===== src/cfp_pkg.sv =====
// shared types, constants and defaults for the converter fault protection block
package cfp_pkg;

    localparam int N_CH       = 4;
    localparam int SAMPLE_W   = 16;
    localparam int CFG_W      = 16;
    localparam int CFG_ADDR_W = 2;
    localparam int WINDOW_DEF = 128;

    // channel order inside a sample vector
    localparam int CH_IN_CURRENT  = 0;
    localparam int CH_OUT_CURRENT = 1;
    localparam int CH_IN_VOLTAGE  = 2;
    localparam int CH_OUT_VOLTAGE = 3;

    // configuration register indexes
    localparam logic [CFG_ADDR_W-1:0] CFG_UV_LEVEL    = 2'd0;
    localparam logic [CFG_ADDR_W-1:0] CFG_OC_LEVEL    = 2'd1;
    localparam logic [CFG_ADDR_W-1:0] CFG_SHORT_RATIO = 2'd2;
    localparam logic [CFG_ADDR_W-1:0] CFG_DEB_LIMIT   = 2'd3;

    // configuration reset values
    localparam logic signed [CFG_W-1:0] UV_LEVEL_RST    = 16'sd23552;
    localparam logic signed [CFG_W-1:0] OC_LEVEL_RST    = 16'sd2560;
    localparam logic        [CFG_W-1:0] SHORT_RATIO_RST = 16'd6554;
    localparam logic        [CFG_W-1:0] DEB_LIMIT_RST   = 16'd500;

    localparam logic [CFG_W-1:0] DEB_CNT_MAX = 16'hFFFF;

    typedef logic signed [SAMPLE_W-1:0] t_sample;
    typedef t_sample [N_CH-1:0] t_sample_vec;

    typedef enum logic [1:0] {
        FAULT_NORMAL      = 2'd0,
        FAULT_UNDERVOLT   = 2'd1,
        FAULT_OVERCURRENT = 2'd2,
        FAULT_SHORT       = 2'd3
    } t_fault;

endpackage


===== src/converter_fault_protection.sv =====
// top level: converter fault protection with windowed averages and debounced faults
//
// usage
//   s_axis carries one item per tick: four signed q6.10 samples in tdata and the
//   fault clear request in tuser. m_axis returns exactly one item per input item:
//   fault code, drive enable, window-complete flag and the four held averages.
//   the config port writes one register per cycle with i_cfg_we high; write it
//   only while the block is idle.
// timing
//   an item is registered on accept, then processed and lands in the result
//   register, which drives m_axis_tvalid. one item per cycle sustained while
//   m_axis_tready stays high; the single pass from input register to result
//   register (accumulate, shift, compare, 16x16 short-test multiply, debounce)
//   sets the clock.
// reset
//   synchronous active-low reset clears sums, count, averages, debounce counters
//   and fault state to normal and loads the default levels.
// backpressure
//   when m_axis_tready is low the result holds; one more item can wait in the
//   input register before s_axis_tready drops.
module converter_fault_protection #(
    parameter int WINDOW = cfp_pkg::WINDOW_DEF   // power of two
) (
    input  logic                           i_clk,
    input  logic                           i_rst_n,
    // tdata: in_current_sample, out_current_sample, in_voltage_sample, out_voltage_sample
    input  logic [63:0]                    s_axis_tdata,
    // tuser: fault_clear
    input  logic                           s_axis_tuser,
    input  logic                           s_axis_tvalid,
    output logic                           s_axis_tready,
    // tdata: fault_code[1:0], drive_enable, averages_updated, avg_in_current,
    //        avg_out_current, avg_in_voltage, avg_out_voltage, 4 zero pad bits
    output logic [71:0]                    m_axis_tdata,
    output logic                           m_axis_tvalid,
    input  logic                           m_axis_tready,
    input  logic                           i_cfg_we,
    input  logic [cfp_pkg::CFG_ADDR_W-1:0] i_cfg_addr,
    input  logic [cfp_pkg::CFG_W-1:0]      i_cfg_wdata
);
    import cfp_pkg::*;

    // configuration registers
    logic signed [CFG_W-1:0] r_uv_level;
    logic signed [CFG_W-1:0] r_oc_level;
    logic [CFG_W-1:0]        r_short_ratio;
    logic [CFG_W-1:0]        r_deb_limit;

    // input register
    logic        r_in_valid;
    t_sample_vec r_in_sample;
    logic        r_in_clear;

    // result register
    logic        r_out_valid;
    t_fault      r_out_code;
    logic        r_out_drive;
    logic        r_out_updated;
    t_sample_vec r_out_avg;

    // fault state
    t_fault r_fault;
    t_fault n_fault;

    logic        w_advance;
    logic        w_step;
    t_sample_vec w_avg;
    logic        w_updated;

    logic        w_uv_cond, w_oc_cond, w_sc_cond;
    logic        w_uv_fire, w_oc_fire, w_sc_fire;
    t_fault      w_fault_uv, w_fault_oc;

    t_sample     w_v, w_i;
    logic [15:0] w_v_mag, w_i_mag;
    logic [31:0] w_lhs, w_rhs;
    logic        w_is_short;

    // pipeline flow: the work stage fires when the result register can take it
    assign w_advance     = !r_out_valid || m_axis_tready;
    assign w_step        = r_in_valid && w_advance;
    assign s_axis_tready = !r_in_valid || w_advance;

    always_ff @(posedge i_clk) begin
        if (!i_rst_n) begin
            r_in_valid <= 1'b0;
        end else if (s_axis_tvalid && s_axis_tready) begin
            r_in_valid <= 1'b1;
        end else if (w_step) begin
            r_in_valid <= 1'b0;
        end
    end

    always_ff @(posedge i_clk) begin
        if (s_axis_tvalid && s_axis_tready) begin
            r_in_sample <= t_sample_vec'(s_axis_tdata);
            r_in_clear  <= s_axis_tuser;
        end
    end

    // configuration writes
    always_ff @(posedge i_clk) begin
        if (!i_rst_n) begin
            r_uv_level    <= UV_LEVEL_RST;
            r_oc_level    <= OC_LEVEL_RST;
            r_short_ratio <= SHORT_RATIO_RST;
            r_deb_limit   <= DEB_LIMIT_RST;
        end else if (i_cfg_we) begin
            case (i_cfg_addr)
                CFG_UV_LEVEL:    r_uv_level    <= i_cfg_wdata;
                CFG_OC_LEVEL:    r_oc_level    <= i_cfg_wdata;
                CFG_SHORT_RATIO: r_short_ratio <= i_cfg_wdata;
                CFG_DEB_LIMIT:   r_deb_limit   <= i_cfg_wdata;
                default: ;
            endcase
        end
    end

    // averages after this item, including a window that completes now
    cfp_window_avg #(
        .WINDOW (WINDOW)
    ) u_avg (
        .i_clk     (i_clk),
        .i_rst_n   (i_rst_n),
        .i_step    (w_step),
        .i_sample  (r_in_sample),
        .o_avg     (w_avg),
        .o_updated (w_updated)
    );

    // undervoltage and overcurrent tests on the held averages
    assign w_uv_cond = $signed(w_avg[CH_IN_VOLTAGE]) < r_uv_level;
    assign w_oc_cond = $signed(w_avg[CH_OUT_CURRENT]) > r_oc_level;

    // short test: same sign, both nonzero, |v| * 2^16 < ratio * |i|
    assign w_v       = w_avg[CH_OUT_VOLTAGE];
    assign w_i       = w_avg[CH_OUT_CURRENT];
    assign w_v_mag   = w_v[15] ? 16'(~w_v + 16'd1) : 16'(w_v);
    assign w_i_mag   = w_i[15] ? 16'(~w_i + 16'd1) : 16'(w_i);
    assign w_lhs     = {w_v_mag, 16'h0000};
    assign w_rhs     = r_short_ratio * w_i_mag;
    assign w_is_short = (w_v != '0) && (w_i != '0) && (w_v[15] == w_i[15])
                        && (w_lhs < w_rhs);

    cfp_debounce u_deb_uv (
        .i_clk   (i_clk),
        .i_rst_n (i_rst_n),
        .i_step  (w_step),
        .i_cond  (w_uv_cond),
        .i_limit (r_deb_limit),
        .o_fire  (w_uv_fire)
    );

    cfp_debounce u_deb_oc (
        .i_clk   (i_clk),
        .i_rst_n (i_rst_n),
        .i_step  (w_step),
        .i_cond  (w_oc_cond),
        .i_limit (r_deb_limit),
        .o_fire  (w_oc_fire)
    );

    // later checks override earlier ones; short counts only while still normal
    assign w_fault_uv = w_uv_fire ? FAULT_UNDERVOLT : r_fault;
    assign w_fault_oc = w_oc_fire ? FAULT_OVERCURRENT : w_fault_uv;
    assign w_sc_cond  = (w_fault_oc == FAULT_NORMAL) && w_is_short;

    cfp_debounce u_deb_sc (
        .i_clk   (i_clk),
        .i_rst_n (i_rst_n),
        .i_step  (w_step),
        .i_cond  (w_sc_cond),
        .i_limit (r_deb_limit),
        .o_fire  (w_sc_fire)
    );

    always_comb begin
        n_fault = w_sc_fire ? FAULT_SHORT : w_fault_oc;
        if (r_in_clear) begin
            n_fault = FAULT_NORMAL;
        end
    end

    always_ff @(posedge i_clk) begin
        if (!i_rst_n) begin
            r_fault <= FAULT_NORMAL;
        end else if (w_step) begin
            r_fault <= n_fault;
        end
    end

    // result register
    always_ff @(posedge i_clk) begin
        if (!i_rst_n) begin
            r_out_valid <= 1'b0;
        end else if (w_step) begin
            r_out_valid <= 1'b1;
        end else if (m_axis_tready) begin
            r_out_valid <= 1'b0;
        end
    end

    always_ff @(posedge i_clk) begin
        if (w_step) begin
            r_out_code    <= n_fault;
            r_out_drive   <= (n_fault == FAULT_NORMAL);
            r_out_updated <= w_updated;
            r_out_avg     <= w_avg;
        end
    end

    assign m_axis_tvalid = r_out_valid;
    assign m_axis_tdata  = {4'b0000, r_out_avg, r_out_updated, r_out_drive, r_out_code};

`ifndef SYNTH
    // the shown result always mirrors the current fault state
    a_out_matches_state: assert property (@(posedge i_clk) disable iff (!i_rst_n)
        r_out_valid |-> (r_out_code == r_fault))
        else $error("result fault code differs from fault state");

    // drive enable follows the fault code
    a_drive_enable: assert property (@(posedge i_clk) disable iff (!i_rst_n)
        r_out_valid |-> (r_out_drive == (r_out_code == FAULT_NORMAL)))
        else $error("drive enable inconsistent with fault code");

    // a processed clear request always yields a normal result
    a_clear_normal: assert property (@(posedge i_clk) disable iff (!i_rst_n)
        (w_step && r_in_clear) |=> (r_out_code == FAULT_NORMAL))
        else $error("clear request did not return to normal");

    // input stalls only when an item is already held
    a_ready_hold: assert property (@(posedge i_clk) disable iff (!i_rst_n)
        !s_axis_tready |-> r_in_valid)
        else $error("input stalled with empty input register");
`endif

endmodule


===== src/cfp_window_avg.sv =====
// windowed accumulators and held averages for the four converter channels
module cfp_window_avg #(
    parameter int WINDOW = cfp_pkg::WINDOW_DEF
) (
    input  logic                i_clk,
    input  logic                i_rst_n,
    input  logic                i_step,
    input  cfp_pkg::t_sample_vec i_sample,
    output cfp_pkg::t_sample_vec o_avg,
    output logic                o_updated
);
    import cfp_pkg::*;

    localparam int WIN_BITS = $clog2(WINDOW);
    localparam int SUM_W    = SAMPLE_W + WIN_BITS;
    localparam logic [WIN_BITS-1:0] LAST_CNT = WIN_BITS'(WINDOW - 1);

    logic signed [SUM_W-1:0] r_sum [N_CH];
    logic signed [SUM_W-1:0] n_sum [N_CH];
    logic [WIN_BITS-1:0]     r_count;
    t_sample_vec             r_avg;
    logic                    w_last;

    assign w_last    = (r_count == LAST_CNT);
    assign o_updated = i_step && w_last;

    always_comb begin
        for (int k = 0; k < N_CH; k++) begin
            n_sum[k] = r_sum[k] + {{WIN_BITS{i_sample[k][SAMPLE_W-1]}}, i_sample[k]};
            // arithmetic shift of the sum gives the floor average
            o_avg[k] = o_updated ? t_sample'(n_sum[k][SUM_W-1:WIN_BITS]) : r_avg[k];
        end
    end

    always_ff @(posedge i_clk) begin
        if (!i_rst_n) begin
            r_count <= '0;
            r_avg   <= '0;
            for (int k = 0; k < N_CH; k++) begin
                r_sum[k] <= '0;
            end
        end else if (i_step) begin
            if (w_last) begin
                r_count <= '0;
                r_avg   <= o_avg;
                for (int k = 0; k < N_CH; k++) begin
                    r_sum[k] <= '0;
                end
            end else begin
                r_count <= r_count + 1'b1;
                for (int k = 0; k < N_CH; k++) begin
                    r_sum[k] <= n_sum[k];
                end
            end
        end
    end

endmodule


===== src/cfp_debounce.sv =====
// saturating debounce counter that fires once a condition outlasts the limit
module cfp_debounce (
    input  logic                      i_clk,
    input  logic                      i_rst_n,
    input  logic                      i_step,
    input  logic                      i_cond,
    input  logic [cfp_pkg::CFG_W-1:0] i_limit,
    output logic                      o_fire
);
    import cfp_pkg::*;

    logic [CFG_W-1:0] r_count;
    logic [CFG_W-1:0] n_count;
    logic [CFG_W-1:0] w_inc;

    assign w_inc = (r_count == DEB_CNT_MAX) ? r_count : r_count + 1'b1;

    always_comb begin
        n_count = r_count;
        o_fire  = 1'b0;
        if (i_step) begin
            if (!i_cond) begin
                n_count = '0;
            end else if (w_inc > i_limit) begin
                n_count = '0;
                o_fire  = 1'b1;
            end else begin
                n_count = w_inc;
            end
        end
    end

    always_ff @(posedge i_clk) begin
        if (!i_rst_n) begin
            r_count <= '0;
        end else begin
            r_count <= n_count;
        end
    end

endmodule


===== config.mk =====
export PLATFORM = sky130hd
export DESIGN_NAME = converter_fault_protection
export DESIGN_NICKNAME = d
export VERILOG_FILES = /design/src/cfp_pkg.sv /design/src/converter_fault_protection.sv /design/src/cfp_window_avg.sv /design/src/cfp_debounce.sv
export SDC_FILE = /design/constraint.sdc
export NUM_CORES = 2
export LEC_CHECK = 0
export ABC_AREA = 1
export BUFFER_PORTS_ARGS = -buffer_cell sky130_fd_sc_hd__buf_2
export CAP_MARGIN = 20
export CELL_PAD_IN_SITES_DETAIL_PLACEMENT = 0
export CELL_PAD_IN_SITES_GLOBAL_PLACEMENT = 1
export CORE_MARGIN = 8
export CORE_UTILIZATION = 45
export CTS_CLUSTER_DIAMETER = 80
export CTS_CLUSTER_SIZE = 8
export DETAILED_ROUTE_END_ITERATION = 12
export PLACE_DENSITY_LB_ADDON = 0.05
export SETUP_SLACK_MARGIN = 0.2
export SYNTH_ARGS = -nofsm -noshare
export SYNTH_HDL_FRONTEND = slang
export SYNTH_HIERARCHICAL = 1
export SYNTH_SLANG_ARGS = --single-unit

===== constraint.sdc =====
create_clock -name i_clk -period 21.4 [get_ports i_clk]
set_input_delay 2.14 -clock i_clk [delete_from_list [all_inputs] [get_ports i_clk]]
set_output_delay 2.14 -clock i_clk [all_outputs]
set_load 0.005 [all_outputs]

---- After elaboration in Yosys (flattened, before gate mapping) ----
Memories as Yosys holds them, arrays and structs flattened.
Cells that the tools add are included.
word-level totals
  bits in registers ....................... 320
  RAM bits ................................ 92
  input port bits ......................... 88
  memories kept ........................... 1
operators by class
  add/subtract/negate cells ............... 10
  multipliers ............................. 1
  $lt $le $gt $ge ......................... 6
  eq/ne operators ......................... 8
  mux-type cells .......................... 50
  bitwise gates (word level) .............. 10
  reduce and logical (&&, ||, !) cells .... 23
memory list
  name         depth  bits a word  rd ports  clocked after Yosys merged registers in  write ports  RTL line              RTL
  u_avg.r_sum  4      23           4         0                                        4            cfp_window_avg.sv:18  logic signed [SUM_W-1:0] r_sum [N_CH];
operators by type and width
  kind                                                                   number
  16-bit 2-to-1 mux                                                      15
  23-bit 2-to-1 mux                                                      8
  23-bit adder                                                           4
  16-bit by 1-bit adder with 16-bit output, second input constant        5
  16-bit greater-than comparator                                         4
  16-bit equality test, second input constant                            3
  32-bit less-than comparator                                            1
  16-bit by 16-bit multiplier with 32-bit output                         1
  16-bit NOT                                                             2
  16-bit nonzero test                                                    2
  1-bit 2-to-1 mux                                                       22
  16-bit less-than comparator                                            1
  2-bit AND reduction                                                    5
  2-bit 2-to-1 mux                                                       4
  1-bit OR                                                               8
  7-bit by 1-bit adder with 7-bit output, second input constant          1
  7-bit equality test, second input constant                             1
  1-bit logical AND                                                      7
  7-bit 2-to-1 mux                                                       1
  2-bit logical NOT                                                      3
  2-bit equality test, second input constant                             2
  2-bit nonzero test                                                     2
  2-bit by 1-bit equality test with 1-bit output, second input constant  1
  1-bit logical NOT                                                      2
  other kinds (2)                                                        3

---- Logic depth before layout (Yosys ltp) ----
  depth after elaboration ................. 17
  gate-level depth with buffers ........... 63

---- Hierarchy ----
Netlist, hierarchy kept.
by module, submodules not included
  module                      times used  cells each  area each (um^2)  seq. area each (um^2)
  converter_fault_protection  1           1874        17006.3           5355.1
  cfp_window_avg              1           2017        12653.4           3953.8
  cfp_debounce                3           275         1616.6            320.3

---- Least setup slack after synthesis ----
No wires, ideal clock.
  path kind ............................... input port to flip-flop
  start point ............................. in m_axis_tready
  end point ............................... reg r_out_drive, data pin
  data arrival time ....................... 14.548 ns
  slack ................................... 6.601 ns
  stages .................................. 57
  path through ............................ inv_1 a21oi_1 buf_2 inv_1 nor2_8 buf_2 o21ai_1 inv_1 buf_6 inv_1 ha_1 inv_1 nor2_4 nand3_2 nor2_4 nor2_1 inv_1 or2_2 [... 21 more ...] nand2_1 nand2_1 ha_1 a21oi_1 o21ai_0 nand3_1 nand2_1 a21oi_1 nand2_1 a21oi_1 nand2_1 inv_1 nand2_1 buf_2 nor2_1 o21ai_0 inv_1 nor2_1
RTL lines
  what                    RTL line                           RTL
  start: declaration      converter_fault_protection.sv:36   input logic m_axis_tready,
  end signal: assignment  converter_fault_protection.sv:206  r_out_drive <= (n_fault == FAULT_NORMAL);
  end: declaration        converter_fault_protection.sv:57   logic r_out_drive;

==> flow_summary.yaml <==
layout:
  drive_gt1_frac: 0.0759
  nFillCells: 7797
  fin_nets: 5428
  postLayoutCoreUtil: 0.498
  area_growth_pct: 9.58
floorplanning:
  core_um2: 75900
  start_util: 0.454
  die_x_um: 293
  pin_count: 162
  die_h_um: 293
  rows: 101
  dieArea_um2: 85800
yosys:
  async_flop_share: 0
  yosysWarningCount: 6
  synth_area_um2: 34500
  synth_area_per_cell_um2: 7.32
  yosys_most_used_dff: "dfxtp_1"
  synth_edf_count: 202
  seq_area_frac_synth: 0.298
  synth_cell_types: 51
  syn_inst: 4716
  synth_seq_cells: 412
power_and_ir_drop:
  p_per_area_nw_per_um2: 54.3
  p_leak_nw: 19.4
  ir_worst_vdd_mv: 0.0644
route:
  first_pass_iters: 5
  routedWlPerCell_um: 18.1
  finalWirelength_um: 107000
  vias_per_cell: 5.01
  drt-initial-drc-count: 1860
  vias: 29700
  drc: 0
  ant_nets: 0
clocking:
  h-tree-depth: 2
  cts.sinks: 412
  clkTransAtPathRegs_ns: 0.05
  cts_tree: "built"
  cts_root_buffer: "clkbuf_16"
  post_cts_buffers: 0
  cts_buffers: 58
  clockBufferDepth: 3
  postCtsHoldBufs: 0
  clkLatencyLatePin_ns: 0.63
  ctsResizeCount: 0
placed_design:
  port_buffers: 157
  gp_congestion: 0.929
  dp_hpwl_um: 85000
timing:
  fmax_mhz: 76.1
  tns_ns: 0
  setup_viol: 0
  worst_hold_slack_ns: 0.466
  maxSlewHeadroom: 0.366
  finalHoldViolCount: 0
  worst_pin_slew_ns: 0.951
  rsz0062_at_grt: "no"
  report.final.slew_viol_count: 0
  min_period_ns: 13.15
  finClkSkew_ns: 0.0296
  period_share: 0.614
worst_setup_path:
  r2r_end: "r_out_drive"
  r2r_setup_slack_ns: 9.54
  crit_end: "r_out_drive"
  crit_arrival_ns: 13.51
  slowest_stage: "buf_4"
  cp_max_fo: 76
  cp-end-kind: "flip-flop"
  cp.depth: 48
  critPathTopFamily: "simple AND/OR/NAND/NOR gates"
  cp-startpoint: "m_axis_tready"
  timing.rr.start: "r_in_valid"
  ff2ff_path_depth: 47
  cp_data_required_time_ns: 21.77
  worstSetupPathType: "in -> reg"
  critPathBufInv: 12
  max_stage_delay_ns: 0.69
  cp-start-kind: "input port"
outcome:
  outcome: "completed"
global_route:
  globalRouteOverflowTotal: 0
  grt_usage: 0.249
  grt_pass1_wl_um: 168000
  grt_start_max_net_pins: 77
  grt_pass1_vias: 29500
  antenna_found_initial: 3
job:
  cap_violations: 0
worst_hold_path:
  hold_start: "r_uv_level[8]"
  hold_path.class: "reg -> reg"
  hold_depth: 2
state kept, by name, indices dropped and copies added, names as in the netlist:
name              cells
u_avg/r_sum          92
m_axis_tdata         64
r_in_sample          64
u_avg/r_avg          64
r_deb_limit          16
r_oc_level           16
r_short_ratio        16
r_uv_level           16
u_deb_oc/r_count     16
u_deb_sc/r_count     16
u_deb_uv/r_count     16
u_avg/r_count         7
r_fault               2
r_out_code            2
m_axis_tvalid         1
r_in_clear            1
r_in_valid            1
r_out_drive           1
r_out_updated         1
how the worst min path moves through the flow:
| stage | end | slack, ns |
|---|---|---|
| after floorplan | r_uv_level[0] | 0.42 |
| after global placement | r_uv_level[2] | 0.45 |
| after detailed placement | r_uv_level[15] | 0.45 |
| after CTS | r_oc_level[1] | 0.47 |
| after global routing | u_avg/r_sum[2][4] | 0.48 |
| final | r_uv_level[8] | 0.47 |
worst register-to-register path: cells and delay by family, from the launching register on:
kind | cells | cell delay (ns)
and+or+nand+nor | 20 | 3.81
DFF | 1 | 0.32
buffers and inverters | 11 | 1.63
adders and majority gates | 8 | 3.57
AOI/OAI and AO/OA | 6 | 1.58
xor gates and xnor gates | 2 | 0.69
final cells by class:
cell class              count  area, um2  share of cell area
well taps                1030       1290              0.0341
flip-flops and latches    412      10300               0.272
inverters                 880       3320              0.0877
clock inverters             5       57.6             0.00152
diodes                      1       2.50           0.0000662
repair buffers            168        881              0.0233
clock buffers              94       1600              0.0422
multi-input cells        3329      20400               0.540
report_power, final:
| group | leakage [nW] | switching (mW) | internal, mW |
|---|---|---|---|
| clock network | 0.792 | 0.356 | 0.503 |
| registers | 3.73 | 0.0260 | 0.865 |
| logic | 14.9 | 0.209 | 0.0949 |
synth_stat cells (14+ instances only):
cell type | n | area (um2)
a21oi_1 | 314 | 1570
buf_2 | 26 | 130
clkbuf_1 | 43 | 161
dfxtp_1 | 210 | 4200
edfxtp_1 | 202 | 6070
fa_1 | 198 | 3960
ha_1 | 293 | 3670
inv_1 | 860 | 3230
nand2_1 | 1354 | 5080
nand2_2 | 14 | 87.6
nand3_1 | 213 | 1070
nand3b_1 | 22 | 165
nand4_1 | 67 | 419
nor2_1 | 484 | 1820
nor2_2 | 17 | 106
nor3_1 | 29 | 145
o211ai_1 | 17 | 128
o21ai_0 | 111 | 556
o21ai_1 | 14 | 70.1
or2_2 | 52 | 325
xnor2_1 | 38 | 333
xor2_1 | 27 | 236
per-layer routing:
metal	GRT usage	up-vias	wire, um
li1	-	15000	-
met1	0.325	13800	47600
met2	0.420	713	49600
met3	0.0293	180	5180
met4	0.0966	0	4560
met5	0	-	0
cell families after synthesis:
| logic type | synth area share |
|---|---|
| other cells | 0.000109 |
| flops | 0.298 |
| simple gates | 0.280 |
| buf+inv | 0.112 |
| compound gates | 0.0724 |
| xor+xnor | 0.0170 |
| fa+ha+maj | 0.221 |
metrics by stage:
step	setup slack (ns)	power, mW	std cells	cell area (um2)
final	8.25	2.05	5919	37800
after global routing	7.42	2.15	5919	37800
after CTS	8.24	2.08	5918	37800
after detailed placement	7.60	1.21	5819	36200
after global placement	7.78	1.21	5819	36200
after floorplan	6.60	1.11	4719	34500
layout by cell type, fill, tap and decap left out, types with 14 or more instances in the layout:
cell       netlist  routed
xor2_1          27      27
nor2_1         484     484
clkbuf_1        43      35
a21oi_1        314     313
o21ai_0        111     111
ha_1           293     293
xnor2_1         38      38
o21ai_1         14      14
inv_1          860     858
dfxtp_1        210     210
nand4_1         67      67
nand2_1       1354    1353
nand3b_1        22      22
buf_2           26     157
nor3_1          29      29
nand3_1        213     213
nand2_2         14      14
clkbuf_16        0      58
fa_1           198     198
nor2_2          17      17
edfxtp_1       202     202
or2_2           52      52
o211ai_1        17      17
Note: power is estimated with default switching activity, not from simulation.
